===== src/design/ept_queue.sv =====
// ---------------------------------------------------------------------------
// Edge pair count table queue
// Two-entry queue that decouples the front end from the table sequencer.
// ---------------------------------------------------------------------------
`default_nettype none
module ept_queue #(
  parameter int WIDTH = 8
) (
  input  wire logic             clk,
  input  wire logic             rst,
  input  wire logic             wr_valid,
  output logic                  wr_ready,
  input  wire logic [WIDTH-1:0] wr_data,
  output logic                  rd_valid,
  input  wire logic             rd_ready,
  output logic [WIDTH-1:0]      rd_data
);

  logic [WIDTH-1:0] slots [2];
  logic             wr_ptr;
  logic             rd_ptr;
  logic [1:0]       fill;
  logic             push;
  logic             pop;

  assign wr_ready = (fill != 2'd2);
  assign rd_valid = (fill != 2'd0);
  assign rd_data  = slots[rd_ptr];
  assign push     = wr_valid && wr_ready;
  assign pop      = rd_valid && rd_ready;

  // Pointers and fill level.
  always_ff @(posedge clk) begin
    if (rst) begin
      wr_ptr <= 1'b0;
      rd_ptr <= 1'b0;
      fill   <= 2'd0;
    end else begin
      if (push) begin
        wr_ptr <= !wr_ptr;
      end
      if (pop) begin
        rd_ptr <= !rd_ptr;
      end
      if (push && !pop) begin
        fill <= fill + 2'd1;
      end else if (pop && !push) begin
        fill <= fill - 2'd1;
      end
    end
    if (push) begin
      slots[wr_ptr] <= wr_data;
    end
  end

endmodule
`default_nettype wire


===== config.mk =====
export PLATFORM = sky130hd
export DESIGN_NAME = ept_queue
export DESIGN_NICKNAME = d
export VERILOG_FILES = /design/src/design/ept_queue.sv
export SDC_FILE = /design/constraint.sdc
export NUM_CORES = 1
export LEC_CHECK = 0
export ABC_AREA = 1
export BUFFER_PORTS_ARGS = -buffer_cell sky130_fd_sc_hd__buf_2
export CELL_PAD_IN_SITES_DETAIL_PLACEMENT = 0
export CELL_PAD_IN_SITES_GLOBAL_PLACEMENT = 1
export CORE_MARGIN = 2
export CORE_UTILIZATION = 30
export CTS_CLUSTER_DIAMETER = 60
export CTS_CLUSTER_SIZE = 24
export DETAILED_ROUTE_END_ITERATION = 10
export PLACE_DENSITY_LB_ADDON = 0.1
export SYNTH_ARGS = -nofsm -noshare
export SYNTH_HDL_FRONTEND = slang
export SYNTH_SLANG_ARGS = --single-unit

===== constraint.sdc =====
create_clock -name clk -period 1.9 [get_ports clk]
set_clock_uncertainty 0.15 [all_clocks]
set_input_delay 0.38 -clock clk [delete_from_list [all_inputs] [get_ports clk]]
set_output_delay 0.38 -clock clk [all_outputs]
set_load 0.005 [all_outputs]

After elaboration in Yosys (flattened, before gate mapping):

Memory sizes are Yosys's and may differ from the RTL's. A register that Yosys moved wholly into a read port is not among the register bits.
Index checks and enable logic that the tools add are counted.

* add/sub/neg operators: 2
* multiply operators: 0
* divide/modulo/power cells: 0
* magnitude comparators: 0
* equality and inequality tests: 1
* shifts and indexed selects: 0
* mux-type cells: 6
* bitwise logic cells: 0
* reductions and logical operators: 10

Operator list (number)
* logical AND 1 bit: 4
* zero test 1 bit: 4
* two-way mux 1 bit: 4
* two-way mux 2 bit: 2
* nonzero test 2 bit: 2
* adder 2 x 1 -> 2 bit (second input constant): 1
* != test 2 bit (second input constant): 1
* subtractor 2 x 1 -> 2 bit (second input constant): 1

* flip-flop bits (word level): 4
* latch bits: 0
* bits in writable memories: 16
* bits in read-only memories: 0
* bits of input ports: 12
* output and inout bits: 10
* logic and storage cells: 23
* memories: 1

Memories
* slots: words 2, bits a word 8, read ports 1, clocked after Yosys merged registers in 1, write ports 1, line 19 `logic [WIDTH-1:0] slots [2];`

Logic depth before layout (Yosys ltp):

Gate-level depths: netlist (run 1).

* word-level depth: 6
* depth in mapped cells: 11
* gate-level depth less buffers: 11

Least setup slack after synthesis (run 1):

OpenSTA, ideal clock, no wires.

* path kind: flip-flop to flip-flop
* from: register fill[0]
* to: memory slots[1][0] (enable)
* library setup time: 370 ps
* arrival: 920 ps
* slack: 460 ps
* cell stages (with the launch flop): 5
* path buffers: 0
* period minus slack after synthesis: 1440 ps
* cells stage by stage: dfxtp_1 -> inv_2 -> nand2_2 -> nand2_4 -> nor2_1

* cells in the longest elaborated chain, start to end: 4

RTL lines
* from (decl): line 22 `logic [1:0] fill;`
* from (signal assigned): line 46 `fill <= fill + 2'd1;`
* from (signal assigned): line 48 `fill <= fill - 2'd1;`
* != test 2 bit: line 26 `assign wr_ready = (fill != 2'd2);`
* net wr_ready: line 12 `output logic wr_ready,`
* logical AND 1 bit: line 29 `assign push = wr_valid && wr_ready;`
* two-way mux 1 bit: line 51 `if (push) begin`
* two-way mux 1 bit (implied by the code): line 52 `slots[wr_ptr] <= wr_data;`
* to (decl): line 19

The timed path passes the listed nets, and every way through them passes these cells.

==> summary.json, run 1 <==
{
  "setup.reg_to_reg.worst_slack": {"value": 0.41, "unit": "ns"},
  "power.net_switching": {"value": 367, "unit": "µW"},
  "synth.net_count": {"value": 75},
  "fraction_of_final_layout_cells_with_drive_strength_greater_than_1": {"value": 45.5, "unit": "%"},
  "post_synth_most_frequent_cells": {"value": "16 x edfxtp_1, 8 x mux2_2, 7 x nand2_1, 7 x nor2_1, 6 x inv_1"},
  "clockPowerShare": {"value": 17.3, "unit": "%"},
  "io_buffers": {"value": 21},
  "drc": {"value": 0},
  "worst-endpoint-arrival": {"value": 1.23, "unit": "ns"},
  "ctsHtreeMaxLevel": {"value": 1},
  "detailedPlacementHpwl": {"value": 1000, "unit": "µm"},
  "die_area": {"value": 0.00319, "unit": "mm²"},
  "maximum_number_of_buffers_from_clock_root_to_sink": {"value": 2},
  "postLayoutCoreUtil": {"value": 37.5, "unit": "%"},
  "ir_worst_vdd": {"value": 0.477, "unit": "mV"},
  "synth-main-ff-cell": {"value": "edfxtp_1"},
  "seq_power_share": {"value": 52.9, "unit": "%"},
  "worst_setup_path_start_kind": {"value": "flip-flop"},
  "regToRegStartpoint": {"value": "fill[0]"},
  "dr.first_iter.drc_count": {"value": 17},
  "numCtsBuffers": {"value": 3},
  "final_hold_viol_count": {"value": 0},
  "clock_tree_from_tritoncts": {"value": "yes"},
  "synth_edf_count": {"value": 16},
  "max_freq": {"value": 0.567, "unit": "GHz"},
  "post_cts_clock_slew_at_the_launch_and_capture_registers_of_the_worst_setup_and_hold_paths": {"value": 0.11, "unit": "ns"},
  "synthXorXnorAreaFrac": {"value": 0, "unit": "%"},
  "clockRootBuffer": {"value": "clkbuf_4"},
  "tritoncts_num_sinks": {"value": 21},
  "setup.worst_path.class": {"value": "reg2out"},
  "setup.worst_path.end_class": {"value": "output pin"},
  "multiplexer_area_fraction_after_synthesis": {"value": 10.9, "unit": "%"},
  "grt.overflow.total": {"value": 0},
  "design.final.nets": {"value": 102},
  "antenna_violating_nets_post_route": {"value": 0},
  "yosysSeqAreaShare": {"value": 70.3, "unit": "%"},
  "power_leakage": {"value": 0.420, "unit": "nW"},
  "insertion_delay": {"value": 0.30, "unit": "ns"},
  "synth_cell_type_count": {"value": 17},
  "post_synth_fa_ha_maj_area_fraction": {"value": 1.52, "unit": "%"},
  "run_status": {"value": "finished clean"},
  "grt_pass1_wl": {"value": 2380, "unit": "µm"},
  "yosys_register_bits": {"value": 21},
  "n_antenna_cell": {"value": 0},
  "grt_start_max_net_pins": {"value": 13},
  "yosysMostFrequentCell": {"value": "edfxtp_1"},
  "power.density": {"value": 1200, "unit": "mW/mm²"},
  "detailedRoute.firstPassIterationCount": {"value": 4},
  "design.portCount": {"value": 22},
  "std_cell_rows": {"value": 19},
  "least_margin_pin_slew": {"value": 0.195, "unit": "ns"},
  "cap_viol_max_count": {"value": 0},
  "period_needed": {"value": 1.76, "unit": "ns"},
  "reg2reg_to": {"value": "fill[1]"},
  "combinational_cell_fraction_of_total_power": {"value": 29.8, "unit": "%"},
  "area_of_the_mapped_netlist": {"value": 826, "unit": "µm²"},
  "total_negative_setup_slack": {"value": 0, "unit": "ns"},
  "chipHeight": {"value": 56.5, "unit": "µm"},
  "synth_top_family_by_area": {"value": "multiplexers"},
  "final_area": {"value": 0.00101, "unit": "mm²"},
  "gpl.final_weighted_congestion": {"value": 0.652},
  "cell_internal_pwr": {"value": 839, "unit": "µW"},
  "detailroute.via_count": {"value": 529},
  "syn_area_per_cell": {"value": 13.3, "unit": "µm²"},
  "detailed_place.area": {"value": 980, "unit": "µm²"},
  "netlist_top_cells_area": {"value": "edfxtp_1 58%, dfxtp_1 12%, mux2_2 11%, nand2_1 3.2%, nor2_1 3.2%"},
  "synth_top_area_share": {"value": 58.2, "unit": "%"},
  "finalMaxSlewViolations": {"value": 0},
  "timing.critical_path.to": {"value": "rd_data[4]"},
  "initial_util": {"value": 30.7, "unit": "%"},
  "area_delta_synth_final": {"value": 22.1, "unit": "%"},
  "cts_setup_buffers": {"value": 0},
  "worstPathMaxFanout": {"value": 8},
  "post-route-period-util": {"value": 92.8, "unit": "%"},
  "setup_viol": {"value": 0},
  "grt_setup_unrepaired": {"value": "false"},
  "worst-endpoint-required": {"value": 1.37, "unit": "ns"},
  "routed_wire_length_per_instance": {"value": 11.0, "unit": "µm"},
  "core": {"value": 0.00269, "unit": "mm²"},
  "synth_cells": {"value": 62},
  "grt_pass1_vias": {"value": 541},
  "yosysWarningCount": {"value": 0},
  "grt_antenna_before_repair": {"value": 0},
  "viasPerCell": {"value": 4.45},
  "synth_compound_gate_area_share": {"value": 2.42, "unit": "%"},
  "area_leader_netlist": {"value": "edfxtp_1"},
  "synth_simple_gate_area_share": {"value": 10.5, "unit": "%"},
  "r2r.worst_path.cells": {"value": 10},
  "cts-hold-fix-buffers": {"value": 0},
  "die_x": {"value": 56.5, "unit": "µm"},
  "power.switching_fraction": {"value": 30.4, "unit": "%"},
  "synthArstFlopShare": {"value": 0, "unit": "%"},
  "drt-total-wl": {"value": 1310, "unit": "µm"},
  "grt_use_total": {"value": 10.1, "unit": "%"},
  "cts_resized": {"value": 1},
  "worst_slew_margin_rel": {"value": 87.0, "unit": "%"},
  "worstHoldPathType": {"value": "in2reg"}
}
flip-flops by register name, summed over array words and instances (netlist names), named ones only:
signal	flops
rd_ptr	1
wr_ptr	1
fill	2
slots	16
critical path: stages (launching register included):
cell     delay [ns]
dfxtp_2        0.45
mux2_2         0.36
buf_2          0.12
cell families after synthesis:
| kind of cell | after synthesis |
|---|---|
| mux | 8 |
| flops | 21 |
| compound gates | 4 |
| simple gates | 19 |
| fa+ha+maj | 1 |
| buf+inv | 9 |
worst min-delay path by stage:
stage | from | endpoint | slack [ns] | cells past startpoint
after floorplan | fill[0] | fill[0] | 0.30 | 1
after global placement | fill[0] | fill[0] | 0.33 | 1
after detailed placement | rd_ptr | flip-flop | 0.34 | 2
after CTS | wr_data[6] | slots[0][6] | 0.09 | 1
after global routing | wr_data[0] | slots[1][0] | 0.08 | 1
final | wr_data[6] | slots[0][6] | 0.11 | 1
metrics by stage:
| stage | std cells | hold WS (ns) | total power, mW | setup WS, ns |
|---|---|---|---|---|
| 2_1_floorplan | 62 | 0.304 | 0.878 | 0.460 |
| 3_3_place_gp | 115 | 0.330 | 1.02 | 0.330 |
| 5_1_grt | 119 | 0.0825 | 1.32 | 0.0488 |
| 6_report | 119 | 0.110 | 1.21 | 0.136 |
| 4_1_cts | 119 | 0.0866 | 1.24 | 0.0831 |
| 3_5_place_dp | 115 | 0.342 | 1.02 | 0.326 |
layer usage:
| layer | GRT usage [%] | up-vias | part of all wire, % | routed length (µm) |
|---|---|---|---|---|
| met4 | 5.10 | 0 | 1.0 | 13 |
| met1 | 10.8 | 248 | 39 | 513 |
| met3 | 4.15 | 2 | 5.6 | 73 |
| li1 | - | 264 | - | - |
| met5 | 0 | - | 0 | 0 |
| met2 | 17.1 | 15 | 54 | 706 |
cells in the final DEF, fill, tap and decap left out:
cell,n
a21oi_1,2
buf_2,21
buf_4,2
clkbuf_4,3
clkinv_2,2
dfxtp_1,4
dfxtp_2,1
edfxtp_1,16
ha_1,1
inv_1,6
inv_2,1
mux2_2,8
nand2_1,7
nand2_2,1
nand2_4,1
nand3_1,2
nand4_1,1
nor2_1,7
o21ai_0,1
o21ai_1,1
power groups by stage:
stage	combinational (mW)	clock, mW	sequential (mW)
floorplan	0.255	0	0.623
global placement	0.367	0	0.648
detailed placement	0.368	0	0.649
CTS	0.370	0.230	0.640
global route	0.421	0.245	0.654
finish	0.359	0.209	0.638
layout make-up:
cell class                      instances  area [µm²]
Clock buffer                            3        22.5
Clock inverter                          1        5.00
Fill cell                             287        1680
Inverter                                8        31.3
Multi-Input combinational cell         32         209
Sequential cell                        21         582
Tap cell                               31        38.8
Timing Repair Buffer                   23         120
(Power assumes the default switching activity.)
==> inputs of run 2 (changes only) <==
--- a/config.mk
+++ b/config.mk
@@ -6,7 +6,7 @@
 export NUM_CORES = 1
 export LEC_CHECK = 0
 export ABC_AREA = 1
-export BUFFER_PORTS_ARGS = -buffer_cell sky130_fd_sc_hd__buf_2
+export BUFFER_PORTS_ARGS = -buffer_cell sky130_fd_sc_hd__buf_4
 export CELL_PAD_IN_SITES_DETAIL_PLACEMENT = 0
 export CELL_PAD_IN_SITES_GLOBAL_PLACEMENT = 1
 export CORE_MARGIN = 2
==> run 2 against run 1 <==
Net effect: sequential share of layout area shrank 2.9 points; sequential power is essentially flat; critical path depth is the same; register-to-register slack lost 0.03 ns; core utilization grew 2.0 points; final cell count is the same.
==> summary.json, run 2 (synthesis results as in run 1) <==
{
  "viasPerCell": {"value": 4.29, "change": "was 4.45"},
  "grt_antenna_before_repair": {"value": 0, "change": "unchanged"},
  "holdWs": {"value": 0.107, "unit": "ns", "change": "was 0.110 ns"},
  "detailedRoute.firstPassIterationCount": {"value": 4, "change": "unchanged"},
  "power_leakage": {"value": 0.439, "unit": "nW", "change": "was 0.420 nW"},
  "cpLargestDelayFamily": {"value": "flip-flops", "change": "unchanged"},
  "detailroute.via_count": {"value": 511, "change": "was 529"},
  "die_area": {"value": 0.00319, "unit": "mm²", "change": "unchanged"},
  "max_freq": {"value": 0.561, "unit": "GHz", "change": "was 0.567 GHz"},
  "grt_pass1_vias": {"value": 517, "change": "was 541"},
  "design.final.nets": {"value": 102, "change": "unchanged"},
  "tritoncts_num_sinks": {"value": 21, "change": "unchanged"},
  "largest-register": {"value": "slots", "change": "unchanged"},
  "grt_use_total": {"value": 9.29, "unit": "%", "change": "was 10.1%"},
  "finalMaxSlewViolations": {"value": 0, "change": "unchanged"},
  "dr.first_iter.drc_count": {"value": 6, "change": "was 17"},
  "path_buf_inv": {"value": 1, "change": "unchanged"},
  "cap_viol_max_count": {"value": 0, "change": "unchanged"},
  "n_fill_cell": {"value": 278, "change": "was 287"},
  "worstHoldPathType": {"value": "in2reg", "change": "unchanged"},
  "core": {"value": 0.00269, "unit": "mm²", "change": "unchanged"},
  "drt-total-wl": {"value": 1320, "unit": "µm", "change": "was 1310 µm"},
  "drc": {"value": 0, "change": "unchanged"},
  "power": {"value": 1.25, "unit": "mW", "change": "was 1.21 mW"},
  "grt_start_max_net_pins": {"value": 13, "change": "unchanged"},
  "io_buffers": {"value": 21, "change": "unchanged"},
  "r2r.worst_path.cells": {"value": 10, "change": "unchanged"},
  "numCtsBuffers": {"value": 3, "change": "unchanged"},
  "clockRootBuffer": {"value": "clkbuf_4", "change": "unchanged"},
  "maximum_number_of_buffers_from_clock_root_to_sink": {"value": 2, "change": "unchanged"},
  "std_cell_rows": {"value": 19, "change": "unchanged"},
  "most_common_library_cell_in_the_layout_ignoring_fill_and_taps": {"value": "buf_4", "change": "was buf_2"},
  "worst-endpoint-arrival": {"value": 1.25, "unit": "ns", "change": "was 1.23 ns"},
  "design.portCount": {"value": 22, "change": "unchanged"},
  "antenna_violating_nets_post_route": {"value": 0, "change": "unchanged"},
  "detailed_place.area": {"value": 0.00103, "unit": "mm²", "change": "was 980 µm²"},
  "least_margin_pin_slew": {"value": 0.204, "unit": "ns", "change": "was 0.195 ns"},
  "detailedPlacementHpwl": {"value": 958, "unit": "µm", "change": "was 1000 µm"},
  "ir_worst_vdd": {"value": 0.689, "unit": "mV", "change": "was 0.477 mV"},
  "stdcell_count": {"value": 119, "change": "unchanged"},
  "setup.worst_path.end_class": {"value": "output pin", "change": "unchanged"},
  "final_area": {"value": 0.00106, "unit": "mm²", "change": "was 0.00101 mm²"},
  "ctsHtreeMaxLevel": {"value": 1, "change": "unchanged"},
  "grt_pass1_wl": {"value": 2220, "unit": "µm", "change": "was 2380 µm"},
  "worst_setup_path_start_kind": {"value": "flip-flop", "change": "unchanged"},
  "setup.worst_path.class": {"value": "reg2out", "change": "unchanged"},
  "post_route_worst_setup_slack": {"value": 0.118, "unit": "ns", "change": "was 0.136 ns"},
  "critical-path-slowest-cell": {"value": "dfxtp_2", "change": "unchanged"},
  "clock_tree_from_tritoncts": {"value": "yes", "change": "unchanged"},
  "worstPathMaxFanout": {"value": 8, "change": "unchanged"},
  "worst_slew_margin_rel": {"value": 86.4, "unit": "%", "change": "was 87.0%"},
  "cts_setup_buffers": {"value": 0, "change": "unchanged"},
  "gpl.final_weighted_congestion": {"value": 0.663, "change": "was 0.652"},
  "largest_register_ff_count": {"value": 16, "change": "unchanged"},
  "grt_setup_unrepaired": {"value": "false", "change": "unchanged"},
  "run_status": {"value": "finished clean", "change": "unchanged"},
  "placed_cells": {"value": 115, "change": "unchanged"},
  "post-route-period-util": {"value": 93.8, "unit": "%", "change": "was 92.8%"},
  "die_x": {"value": 56.5, "unit": "µm", "change": "unchanged"},
  "final_cell_mix": {"value": "23 x buf_4, 16 x edfxtp_1, 8 x mux2_2, 7 x nand2_1, 7 x nor2_1", "change": "was 21 x buf_2, 16 x edfxtp_1, 8 x mux2_2, 7 x nand2_1, 7 x nor2_1"},
  "path_depth": {"value": 2, "change": "unchanged"},
  "worst-endpoint-required": {"value": 1.37, "unit": "ns", "change": "about the same"},
  "power.density": {"value": 1180, "unit": "mW/mm²", "change": "was 1200 mW/mm²"},
  "area_delta_synth_final": {"value": 28.5, "unit": "%", "change": "was 22.1%"},
  "largest_incremental_delay_on_the_critical_path": {"value": 0.46, "unit": "ns", "change": "was 0.45 ns"},
  "initial_util": {"value": 30.7, "unit": "%", "change": "unchanged"},
  "worst_hold_path.num_cells": {"value": 1, "change": "unchanged"},
  "preCtsSetupSlack": {"value": 0.315, "unit": "ns", "change": "was 0.326 ns"},
  "chipHeight": {"value": 56.5, "unit": "µm", "change": "unchanged"},
  "setup_viol": {"value": 0, "change": "unchanged"},
  "period_needed": {"value": 1.78, "unit": "ns", "change": "was 1.76 ns"},
  "layout_top_registers": {"value": "slots (16), fill (2)", "change": "unchanged"},
  "cp_cell_sequence": {"value": "mux2_2 > buf_4", "change": "was mux2_2 > buf_2"},
  "routed_wire_length_per_instance": {"value": 11.1, "unit": "µm", "change": "was 11.0 µm"},
  "insertion_delay": {"value": 0.30, "unit": "ns", "change": "about the same"},
  "total_negative_setup_slack": {"value": 0, "unit": "ns", "change": "unchanged"},
  "grt.overflow.total": {"value": 0, "change": "unchanged"},
  "postLayoutCoreUtil": {"value": 39.5, "unit": "%", "change": "was 37.5%"},
  "final_hold_viol_count": {"value": 0, "change": "unchanged"},
  "post_cts_clock_slew_at_the_launch_and_capture_registers_of_the_worst_setup_and_hold_paths": {"value": 0.11, "unit": "ns", "change": "about the same"},
  "fraction_of_final_layout_cells_with_drive_strength_greater_than_1": {"value": 45.5, "unit": "%", "change": "unchanged"},
  "n_antenna_cell": {"value": 0, "change": "unchanged"}
}
## run 2: repair_timing
item	CTS	global route
resized for setup	1	0
setup endpoints to repair	8	0
hold buffers	0	0
## run 2: area by class of cell
type | count | area, µm² | share of cell area, %
clock buffer | 3 | 22.5 | 2.12
clock inverter | 1 | 5.00 | 0.472
inverter | 8 | 31.3 | 2.95
multi-input combinational | 32 | 209 | 19.7
sequential | 21 | 582 | 54.8
tap | 31 | 38.8 | 3.66
timing repair buffer | 23 | 173 | 16.3
## run 2: path summary, 6_finish.rpt
path                 end        from  slack (ns)
max reg2reg      fill[1]     fill[0]        0.38
max           rd_data[0]   flip-flop        0.12
min          slots[0][6]  wr_data[6]        0.11
min reg2reg      fill[0]     fill[0]        0.36
## run 2: power by group
part | switching (mW) | internal, mW | leakage, nW
sequential | 0.0504 | 0.587 | 0.191
clock | 0.130 | 0.0785 | 0.0177
combinational | 0.192 | 0.216 | 0.231
## run 2: metal layers
metal	track usage, %	vias up	routed length (µm)
met1	9.99	233	511
met5	0	-	0
met3	5.07	2	88
met2	15.9	15	703
li1	-	261	-
met4	2.04	0	13
