[config.mk]
export PLATFORM = sky130hd
export DESIGN_NAME = ept_front
export DESIGN_NICKNAME = d
export VERILOG_FILES = /design/src/design/ept_pkg.sv /design/src/design/ept_front.sv
export SDC_FILE = /design/constraint.sdc
export NUM_CORES = 1
export LEC_CHECK = 0
export BUFFER_PORTS_ARGS = -buffer_cell sky130_fd_sc_hd__buf_2
export CAP_MARGIN = 30
export CORE_AREA = 2 2 107 109
export DETAILED_ROUTE_END_ITERATION = 12
export DIE_AREA = 0 0 109 111
export PLACE_DENSITY = 0.72
export REMOVE_ABC_BUFFERS = 1
export SYNTH_ARGS = -nofsm -noshare
export SYNTH_HDL_FRONTEND = slang
export SYNTH_SLANG_ARGS = --single-unit
[constraint.sdc]
create_clock -name clk -period 4.2 [get_ports clk]
set_input_delay 0.63 -clock clk [delete_from_list [all_inputs] [get_ports clk]]
set_output_delay 0.63 -clock clk [all_outputs]
set_load 0.02 [all_outputs]
[src/design/ept_pkg.sv]
// ---------------------------------------------------------------------------
// Edge pair count table package
// Shared payload types and codes for the edge pair count table.
// ---------------------------------------------------------------------------
`default_nettype none
package ept_pkg;

  // Operation codes of a request.
  localparam logic OP_RECORD = 1'b0;
  localparam logic OP_CLEAR  = 1'b1;

  // Status codes of a result.
  localparam logic [1:0] ST_RECORDED = 2'd0;
  localparam logic [1:0] ST_DROPPED  = 2'd1;
  localparam logic [1:0] ST_CLEARED  = 2'd2;

  // Saturation value of a pair count.
  localparam logic [31:0] COUNT_MAX = 32'hFFFF_FFFF;

  // Request payload.
  typedef struct packed {
    logic        operation;
    logic [63:0] source_address;
    logic [63:0] target_address;
  } req_t;

  // Result payload.
  typedef struct packed {
    logic [31:0] hit_count;
    logic        newly_added;
    logic [12:0] entries_held;
    logic [10:0] buckets_occupied;
    logic [1:0]  status;
  } rsp_t;

endpackage
`default_nettype wire

[src/design/ept_front.sv]
// ---------------------------------------------------------------------------
// Edge pair count table front end
// Accepts requests, masks the addresses and computes the bucket index.
// ---------------------------------------------------------------------------
`default_nettype none
module ept_front
  import ept_pkg::*;
#(
  parameter int BUCKET_COUNT = 1024,
  parameter int ADDRESS_BITS = 64,
  localparam int IDX_W = $clog2(BUCKET_COUNT),
  localparam int WIDTH = 1 + IDX_W + 2 * ADDRESS_BITS
) (
  input  wire logic             clk,
  input  wire logic             rst,
  input  wire logic             req_valid,
  output logic                  req_ready,
  input  wire req_t             req,
  output logic                  item_valid,
  input  wire logic             item_ready,
  output logic [WIDTH-1:0]      item
);

  localparam logic [63:0] ADDR_MASK = {64{1'b1}} >> (64 - ADDRESS_BITS);

  logic [63:0]      src_m;
  logic [63:0]      dst_m;
  logic [63:0]      hash;
  logic [WIDTH-1:0] item_next;

  // Classify the request: masked addresses and bucket index.
  always_comb begin
    src_m     = req.source_address & ADDR_MASK;
    dst_m     = req.target_address & ADDR_MASK;
    hash      = src_m ^ dst_m;
    item_next = {req.operation, hash[IDX_W-1:0], src_m[ADDRESS_BITS-1:0],
                 dst_m[ADDRESS_BITS-1:0]};
  end

  assign req_ready = !item_valid || item_ready;

  // Holding register toward the queue.
  always_ff @(posedge clk) begin
    if (rst) begin
      item_valid <= 1'b0;
    end else if (req_ready) begin
      item_valid <= req_valid;
    end
    if (req_ready && req_valid) begin
      item <= item_next;
    end
  end

endmodule
`default_nettype wire

After elaboration in Yosys (flattened, before gate mapping) --
Cells that the tools add are included.
Storage, ports and cells: register bits after elaboration 140, output and inout bits 141, logic and storage cells 6
Operators by class: bitwise operators 1, reduce and logical (&&, ||, !) cells 3
Operators by type and width (count):
- $xor 10x10->10 | 1
- $logic_and 1x1->1 | 1
- $logic_not 1->1 | 1
- $logic_or 1x1->1 | 1

Logic depth before layout (Yosys ltp) --
Gate-level depths: netlist of run 1.
word-level depth 3, mapped depth 2, gate-level depth less buffers 2

Least setup slack after synthesis of run 1 --
OpenSTA, ideal clock, no wires.
kind input port to flip-flop, start point input item_ready, end point register item[0] (enable), arrival time 1.837 ns, library setup time 0.402 ns, data required time 3.798 ns, stages 2, path slack 1.961 ns, cell sequence nand2b_4 -> and2_4
Between the ends: word-level cells in the longest chain between the ends 2
RTL lines:
- from (decl) | line ept_front.sv:20 | input wire logic item_ready,
- $logic_or 1x1->1 | line ept_front.sv:40 | assign req_ready = !item_valid || item_ready;
- $logic_and 1x1->1 | line ept_front.sv:49 | if (req_ready && req_valid) begin
- to (signal assigned) | line ept_front.sv:50 | item <= item_next;
- to (decl) | line ept_front.sv:21 | output logic [WIDTH-1:0] item
Every way passes these cells. A chain may end at the register's enable or synchronous reset.

Final worst setup path of run 1 --
start point input item_ready, end point register item[44] (enable)
Same word-level chain as after synthesis.

==> results of run 1 <==
==> Yosys cell counts (all sizes together) <==
library cell  instances
edfxtp              139
xor2                 10
a21oi                 1
and2                  1
dfxtp                 1
inv                   1
nand2b                1
==> per-layer routing <==
metal | GRT usage, % | part of all wire (%)
met1 | 14.8 | 34
met2 | 25.4 | 54
met3 | 5.82 | 11
met4 | 7.78 | 1.4
met5 | 0 | 0
==> report_power, final <==
part | total [mW] | leakage, nW | internal (mW) | switching [mW]
logic | 0.293 | 1.15 | 0.103 | 0.190
registers | 1.66 | 1.35 | 1.64 | 0.0197
clock network | 1.42 | 0.266 | 0.877 | 0.541
==> cell families after synthesis <==
kind of cell	share of synthesized area [%]
AOI/OAI and AO/OA	0.203
xor gates and xnor gates	2.03
buffers and inverters	0.0869
DFF	97.2
and+or+nand+nor	0.522
==> path summary, 6_finish.rpt <==
kind,start,endpoint,slack [ns]
worst min register to register,item_valid$_SDFFE_PP0P_,item_valid$_SDFFE_PP0P_,0.51
worst min-delay path,rst,item_valid$_SDFFE_PP0P_,0.38
worst max register to register,item_valid$_SDFFE_PP0P_,item[44]$_DFFE_PP_,2.44
worst max-delay path,item_ready,item[44]$_DFFE_PP_,2.43
==> final cells by class <==
type / instances / area, um2
timing repair buffer: 275 / 1390
multi-input combinational: 13 / 119
tap: 143 / 179
sequential: 140 / 4190
fill: 879 / 4610
clock inverter: 13 / 143
clock buffer: 19 / 433
inverter: 1 / 3.75
==> cells in the final DEF, fill, tap and decap left out <==
master,synthesis,final
edfxtp_1,139,139
clkinv_2,0,2
clkinvlp_4,0,5
inv_1,1,1
buf_4,0,1
dfxtp_1,1,1
buf_12,0,1
bufinv_16,0,2
inv_6,0,3
buf_2,0,273
nand2b_4,1,1
clkbuf_16,0,17
and2_4,1,1
a21oi_2,1,1
xor2_1,10,10
clkinv_4,0,1
clkbuf_1,0,2
==> stage by stage <==
| step | worst slack (ns) | utilization [%] | std cells |
|---|---|---|---|
| final | 2.43 | 58.4 | 604 |
| after global routing | 2.32 | 58.4 | 604 |
| after CTS | 2.42 | 58.4 | 604 |
| after detailed placement | 1.98 | 53.2 | 572 |
| after global placement | 2.07 | 53.2 | 572 |
| after floorplan | 1.96 | - | 154 |
==> sequential cells by signal, indices dropped and copies added (netlist names) <==
signal,cells
item_valid,1
item,139
==> critical path, delay by kind of cell <==
kind          cells  cell delay [ns]
buf+inv           2             0.56
simple gates      2             0.61
==> results.py, run 1 <==
metrics = {
    "outcome": {
        "status": "finished, final reports clean",
    },
    "detailed_routing": {
        "postRouteAntennaNets": 0,
        "firstDrtPassIters": 6,
        "vias": 2554,
        "vias_per_cell": 4.23,
        "wl_per_cell_um": 15.1,
        "drt_iter0_drc": 87,
        "wl_um": 9110,
        "drc": 0,
    },
    "sta": {
        "max_slew_margin_pct": 64.7,
        "min_period_over_period_pct": 42.1,
        "fmax_mhz": 566,
        "slew_violations": 0,
        "skew_ns": 0.00665,
        "layout_min_cycle_time_ns": 1.77,
        "rsz0062_at_grt": "no",
        "finalSetupTns_ns": 0,
        "whs_ns": 0.382,
        "hold_viol": 0,
        "setup_violations": 0,
        "worstMarginPinSlew_ns": 0.530,
    },
    "worst_hold_path": {
        "min_path_cells": 2,
        "min-delay-path-class": "in2reg",
    },
    "yosys": {
        "ys_seq_area_share_pct": 97.2,
        "synth_area_leaders": "edfxtp_1 97%, xor2_1 2.0%, dfxtp_1 0.46%",
        "syn-instance-count": 154,
        "syn-cell-area_um2": 4320,
        "synth-seq-cells": 140,
        "yosysTopAreaCellShare_pct": 96.7,
        "yosysUniqueCellTypes": 7,
        "synth_warnings": 0,
        "synth_area_per_cell_um2": 28.0,
        "yosysTopAreaCell": "edfxtp_1",
    },
    "cells_and_area": {
        "finalInstanceArea_um2": 6460,
        "syn_to_final_growth_pct": 49.8,
        "nNetsFinal": 581,
        "final_layout_size_suffix_gt1_share_pct": 66.8,
        "antennaDiodeCount": 0,
    },
    "clock_tree": {
        "clk_latency_ns": 0.40,
        "post_cts_resized": 0,
        "cts_sinks": 140,
        "cts_root_buf": "clkbuf_16",
        "htree_levels": 4,
        "cts_made_buffers": 17,
        "cts_setup_buffers": 0,
        "hold_buffers": 0,
        "cts.clk_slew.worst_paths_ns": 0.06,
        "cts_buffer_depth": 2,
        "cts_tree": "built",
    },
    "critical_path": {
        "critical_path_class": "in2reg",
        "worstPathCellList": "buf_2, nand2b_4, and2_4, buf_4",
        "crit_fanout": 42,
        "reg2regPathDepth": 3,
        "endpoint_kind": "flop",
        "worst_path_max_delay_cell": "and2_4",
        "crit_required_ns": 4.25,
        "worstPathArrival_ns": 1.82,
        "cp_slowest_stage_delay_ns": 0.49,
        "crit_path_start_kind": "input pin",
    },
    "floorplan": {
        "die_width_um": 109,
        "start_util_pct": 39.0,
        "pin_count": 274,
        "die-area_um2": 12100,
        "die_h_um": 111,
        "rows": 39,
        "core-area_um2": 11100,
    },
    "power": {
        "ir_drop_uv": 270,
        "leakage_nw": 2.77,
        "p_total_mw": 3.37,
        "powerDensity_nw_per_um2": 521,
    },
    "grt": {
        "grt_use_total_pct": 14.7,
        "grt_pass1_vias": 2496,
        "overflow": 0,
        "grt_max_degree": 67,
        "antenna_found_initial": 0,
        "grt_pass1_wl_um": 12700,
    },
    "placement": {
        "gp_congestion": 0.731,
        "port-buffer-count": 273,
        "placed_area_um2": 5890,
    },
    "run": {
        "max_cap_violations": 0,
    },
}
Note: power is estimated with default switching activity, not from simulation.
==> inputs of run 2 (changes only) <==
- ABC_AREA: unset -> 1
- CORE_AREA: 2 2 107 109 -> 2 2 105 107
- DIE_AREA: 0 0 109 111 -> 0 0 107 109
- PLACE_DENSITY: 0.72 -> 0.75
- clock period: 4.2 -> 1.7 ns (I/O delays scaled with it)
==> results.py, run 2 <==
metrics = {
    "placement": {
        "hpwlAfterDp_um": 6880,
        "placed_area_um2": 5900,
        "gp_congestion": 0.764,
        "port-buffer-count": 273,
        "dp_cells": 570,
    },
    "yosys": {
        "yosysMostFrequentCell": "edfxtp_1",
        "syn-instance-count": 155,
        "synth_ff_type": "edfxtp_1",
        "ys_seq_area_share_pct": 97.3,
        "synth_area_leaders": "edfxtp_1 97%, xor2_1 2.0%, dfxtp_1 0.46%",
        "syn-cell-area_um2": 4310,
        "synth-seq-cells": 140,
        "synth_area_per_cell_um2": 27.8,
        "async_reset_ff_share_pct": 0,
        "yosys-top-cells-count": "139 x edfxtp_1, 10 x xor2_1",
        "yosysUniqueCellTypes": 8,
        "yosysTopAreaCellShare_pct": 96.9,
        "synth_enable_flop_cells": 139,
        "yosysTopAreaCell": "edfxtp_1",
        "synth_warnings": 0,
    },
    "clock_tree": {
        "cts_sinks": 140,
        "hold_buffers": 121,
        "cts_setup_buffers": 0,
        "htree_levels": 4,
        "cts_root_buf": "clkbuf_8",
        "cts_buffer_depth": 2,
        "cts_made_buffers": 17,
        "post_cts_resized": 0,
    },
    "floorplan": {
        "start_util_pct": 40.6,
        "rows": 38,
        "die_h_um": 109,
        "die_width_um": 107,
        "pin_count": 274,
    },
    "outcome": {
        "haltStage": "clock tree synthesis",
        "firstError": "[ERROR RSZ-0060] Max buffer count reached.",
        "status": "did not finish",
    },
}
## run 2: cell count changes after synthesis, sizes merged
| cell | delta |
|---|---|
| a21oi | +1 |
| and2 | -1 |
| inv | +1 |
| nand2 | +1 |
| nand2b | -1 |
## run 2: per-stage QoR
stage	util [%]	TNS, ns	hold slack (ns)	setup slack (ns)
after detailed placement	55.7	0	0.428	0.364
after floorplan	-	-849.71	0.317	-6.11
after global placement	55.7	0	0.420	0.408
## run 2: kinds of logic after synthesis
group | count (synthesis) | synth area share [%]
AOI/OAI and AO/OA | 2 | 0.319
DFF | 140 | 97.3
buffers and inverters | 2 | 0.174
xor gates and xnor gates | 10 | 2.03
and+or+nand+nor | 1 | 0.145
==> inputs of run 3 (changes only) <==
- CORE_AREA: 2 2 105 107 -> unset
- CORE_UTILIZATION: unset -> 35
- DIE_AREA: 0 0 107 109 -> unset
- PLACE_DENSITY: 0.75 -> unset
- PLACE_DENSITY_LB_ADDON: unset -> 0.15
==> results.py, run 3 <==
metrics = {
    "yosys": {
        "synth_area_per_cell_um2": 27.8,
        "syn-cell-area_um2": 4310,
        "synth_warnings": 0,
        "syn-instance-count": 155,
        "synth_enable_flop_cells": 139,
        "synth_ff_type": "edfxtp_1",
        "async_reset_ff_share_pct": 0,
        "synth_area_leaders": "edfxtp_1 97%, xor2_1 2.0%, dfxtp_1 0.46%",
        "yosysMostFrequentCell": "edfxtp_1",
        "yosysTopAreaCellShare_pct": 96.9,
        "synth-seq-cells": 140,
        "yosysUniqueCellTypes": 8,
        "yosys-top-cells-count": "139 x edfxtp_1, 10 x xor2_1",
        "ys_seq_area_share_pct": 97.3,
        "yosysTopAreaCell": "edfxtp_1",
    },
    "outcome": {
        "status": "finished, final reports clean",
    },
    "placement": {
        "dp_cells": 577,
        "placed_area_um2": 5910,
        "port-buffer-count": 273,
        "gp_congestion": 0.755,
        "pre_cts_slack_ns": 0.379,
    },
    "critical_path": {
        "r2r-end": "item[85]$_DFFE_PP_",
        "worst_path_max_delay_cell": "dfxtp_1",
        "cp_slowest_stage_delay_ns": 0.35,
        "endpoint_kind": "flop",
        "crit_required_ns": 1.76,
        "crit_fanout": 72,
        "regToRegSetupSlack_ns": 0.37,
        "r2r_start": "item_valid$_SDFFE_PP0P_",
        "critical_path_class": "reg2reg",
        "worstPathCellList": "a21oi_4, buf_12",
        "reg2regPathDepth": 2,
        "crit_path_start_kind": "flop",
        "worstPathArrival_ns": 1.39,
    },
    "cells_and_area": {
        "final_cells": 662,
        "fin_util_pct": 59.1,
        "final_common_cell": "buf_2",
        "final_layout_size_suffix_gt1_share_pct": 59.6,
        "top_register": "item",
        "finalInstanceArea_um2": 7090,
        "nFillCells": 938,
        "largest_register_ff_count": 139,
        "antennaDiodeCount": 0,
        "syn_to_final_growth_pct": 64.6,
        "final_cell_mix": "273 x buf_2, 139 x edfxtp_1, 53 x dlygate4sd3_1, 17 x clkbuf_16, 10 x xor2_1",
        "nNetsFinal": 635,
        "largestRegisters": "item (139), item_valid (1)",
    },
    "sta": {
        "skew_ns": 0.00888,
        "min_period_over_period_pct": 78.2,
        "max_slew_margin_pct": 74.8,
        "hold_viol": 0,
        "layout_min_cycle_time_ns": 1.33,
        "setup_violations": 0,
        "whs_ns": 0.0274,
        "fmax_mhz": 752,
        "rsz0062_at_grt": "no",
        "finalSetupTns_ns": 0,
        "slew_violations": 0,
        "finalWorstSetupSlack_ns": 0.371,
        "worstMarginPinSlew_ns": 0.378,
    },
    "floorplan": {
        "pin_count": 274,
        "core-area_um2": 12000,
        "die-area_um2": 12800,
        "die_width_um": 113,
        "start_util_pct": 35.9,
        "die_h_um": 113,
        "rows": 40,
    },
    "power": {
        "leakage_nw": 3.04,
        "p_total_mw": 8.97,
        "ir_drop_uv": 757,
        "powerDensity_nw_per_um2": 1260,
    },
    "clock_tree": {
        "hold_buffers": 49,
        "cts.clk_slew.worst_paths_ns": 0.06,
        "cts_setup_buffers": 0,
        "cts_made_buffers": 17,
        "cts_root_buf": "clkbuf_16",
        "cts_sinks": 140,
        "post_cts_resized": 0,
        "clk_latency_ns": 0.41,
        "cts_buffer_depth": 2,
        "htree_levels": 4,
        "cts_tree": "built",
    },
    "worst_hold_path": {
        "whs_endpoint": "item[119]$_DFFE_PP_",
        "holdCritStartpoint": "req[119]",
        "min-delay-path-class": "in2reg",
        "min_path_cells": 1,
    },
    "grt": {
        "antenna_found_initial": 0,
        "grt_use_total_pct": 15.8,
        "top_usage_layer": "met2",
        "grt_util_met1_pct": 16.0,
        "grtUsageMet2_pct": 26.3,
        "grt_pass1_wl_um": 14500,
        "gr-usage-met3_pct": 9.32,
        "grt_pass1_vias": 2881,
        "grt_max_degree": 73,
        "overflow": 0,
    },
    "detailed_routing": {
        "firstDrtPassIters": 4,
        "drc": 0,
        "wl_per_cell_um": 14.9,
        "wl_um": 9900,
        "drt_iter0_drc": 153,
        "postRouteAntennaNets": 0,
        "vias": 2840,
        "vias_per_cell": 4.29,
    },
    "run": {
        "max_cap_violations": 0,
    },
}
==> run 3: cell counts after synthesis <==
Identical to the previous run, type by type.
==> run 3: cell families after synthesis <==
kind of cell / Yosys count / synth area share [%]
AOI/OAI and AO/OA: 2 / 0.319
xor gates and xnor gates: 10 / 2.03
buffers and inverters: 2 / 0.174
DFF: 140 / 97.3
and+or+nand+nor: 1 / 0.145
==> run 3: worst max-delay path: cells and delay by family (launching register included) <==
| kind | cells | cell delay [ns] |
|---|---|---|
| AOI/OAI and AO/OA | 1 | 0.23 |
| buffers and inverters | 1 | 0.35 |
| DFF | 1 | 0.35 |
==> run 3: worst max path at each step <==
stage / start / end / slack (ns) / cells after the start
final: item_valid$_SDFFE_PP0P_ / item[85]$_DFFE_PP_ / 0.37 / 2
after global routing: item_valid$_SDFFE_PP0P_ / item[93]$_DFFE_PP_ / 0.32 / 2
after CTS: item_valid$_SDFFE_PP0P_ / req_ready / 0.35 / 2
after detailed placement: req_valid / item[11]$_DFFE_PP_ / 0.38 / 4
after global placement: req_valid / item[97]$_DFFE_PP_ / 0.38 / 4
after floorplan: item_valid$_SDFFE_PP0P_ / item[0]$_DFFE_PP_ / -6.11 / 1
==> run 3: area by class of cell <==
class	instances	area (um2)	area share (%)
Tap cell	147	184	2.59
Timing Repair Buffer	328	1940	27.3
Clock buffer	18	429	6.05
Multi-Input combinational cell	13	119	1.68
Clock inverter	14	223	3.14
Sequential cell	140	4190	59.1
Inverter	2	7.51	0.106
==> run 3: per-layer routing <==
metal	up-vias	part of all wire [%]
li1	1317	-
met1	1307	37
met2	202	49
met3	14	12
met4	0	1.9
met5	-	0
==> run 3: power by group <==
part           switching, mW  leakage [nW]  internal, mW  total, mW
combinational          0.495          1.37         0.338      0.832
sequential            0.0487          1.35          4.05       4.10
clock                   1.31         0.317          2.73       4.04
total                   1.85          3.04          7.12       8.97
==> inputs of run 4 (changes only) <==
- ABC_AREA: 1 -> 0
- clock period: 1.7 -> 1.16 ns (I/O delays scaled with it)
==> results.py, run 4 <==
metrics = {
    "placement": {
        "hpwlAfterDp_um": 7220,
        "port-buffer-count": 273,
        "placed_area_um2": 5940,
        "gp_congestion": 0.738,
    },
    "yosys": {
        "syn-instance-count": 154,
        "yosysMostFrequentCell": "edfxtp_1",
        "synth_enable_flop_cells": 139,
        "yosysTopAreaCell": "edfxtp_1",
        "yosysTopAreaCellShare_pct": 96.7,
        "synth_xor_xnor_area_share_pct": 2.03,
        "synth_warnings": 0,
        "synth_fa_ha_area_share_pct": 0,
        "synth_area_per_cell_um2": 28.0,
        "synth_ff_type": "edfxtp_1",
        "syn-cell-area_um2": 4320,
        "yosys-top-cells-count": "139 x edfxtp_1, 10 x xor2_1",
        "async_reset_ff_share_pct": 0,
        "synth_top_family_by_area": "XOR/XNOR gates",
        "ys_seq_area_share_pct": 97.2,
        "synth-compound-area-share_pct": 0.203,
        "yosysUniqueCellTypes": 7,
        "synth-seq-cells": 140,
        "yosys.area_share.simple_pct": 0.522,
        "muxShareOfSynthArea_pct": 0,
        "synth_area_leaders": "edfxtp_1 97%, xor2_1 2.0%, dfxtp_1 0.46%",
    },
    "clock_tree": {
        "htree_levels": 4,
        "hold_buffers": 123,
        "cts_setup_buffers": 0,
        "cts_sinks": 140,
        "post_cts_resized": 9,
        "cts_root_buf": "clkbuf_16",
        "cts_made_buffers": 17,
        "cts_buffer_depth": 2,
    },
    "outcome": {
        "status": "did not finish",
        "firstError": "[ERROR RSZ-0060] Max buffer count reached.",
        "haltStage": "clock tree synthesis",
    },
    "floorplan": {
        "pin_count": 274,
        "rows": 40,
        "die_width_um": 113,
        "start_util_pct": 35.9,
        "die_h_um": 113,
    },
}
run 4: kinds of logic after synthesis:
family                 Yosys count
AND/OR/NAND/NOR                  2
AO/OA/AOI/OAI                    1
buffers and inverters            1
flip-flops                     140
XOR/XNOR                        10
run 4: metrics by stage:
stage | setup WS, ns | instances
3_5_place_dp | -0.0615 | 579
2_1_floorplan | -0.821 | 154
3_3_place_gp | -0.0408 | 579
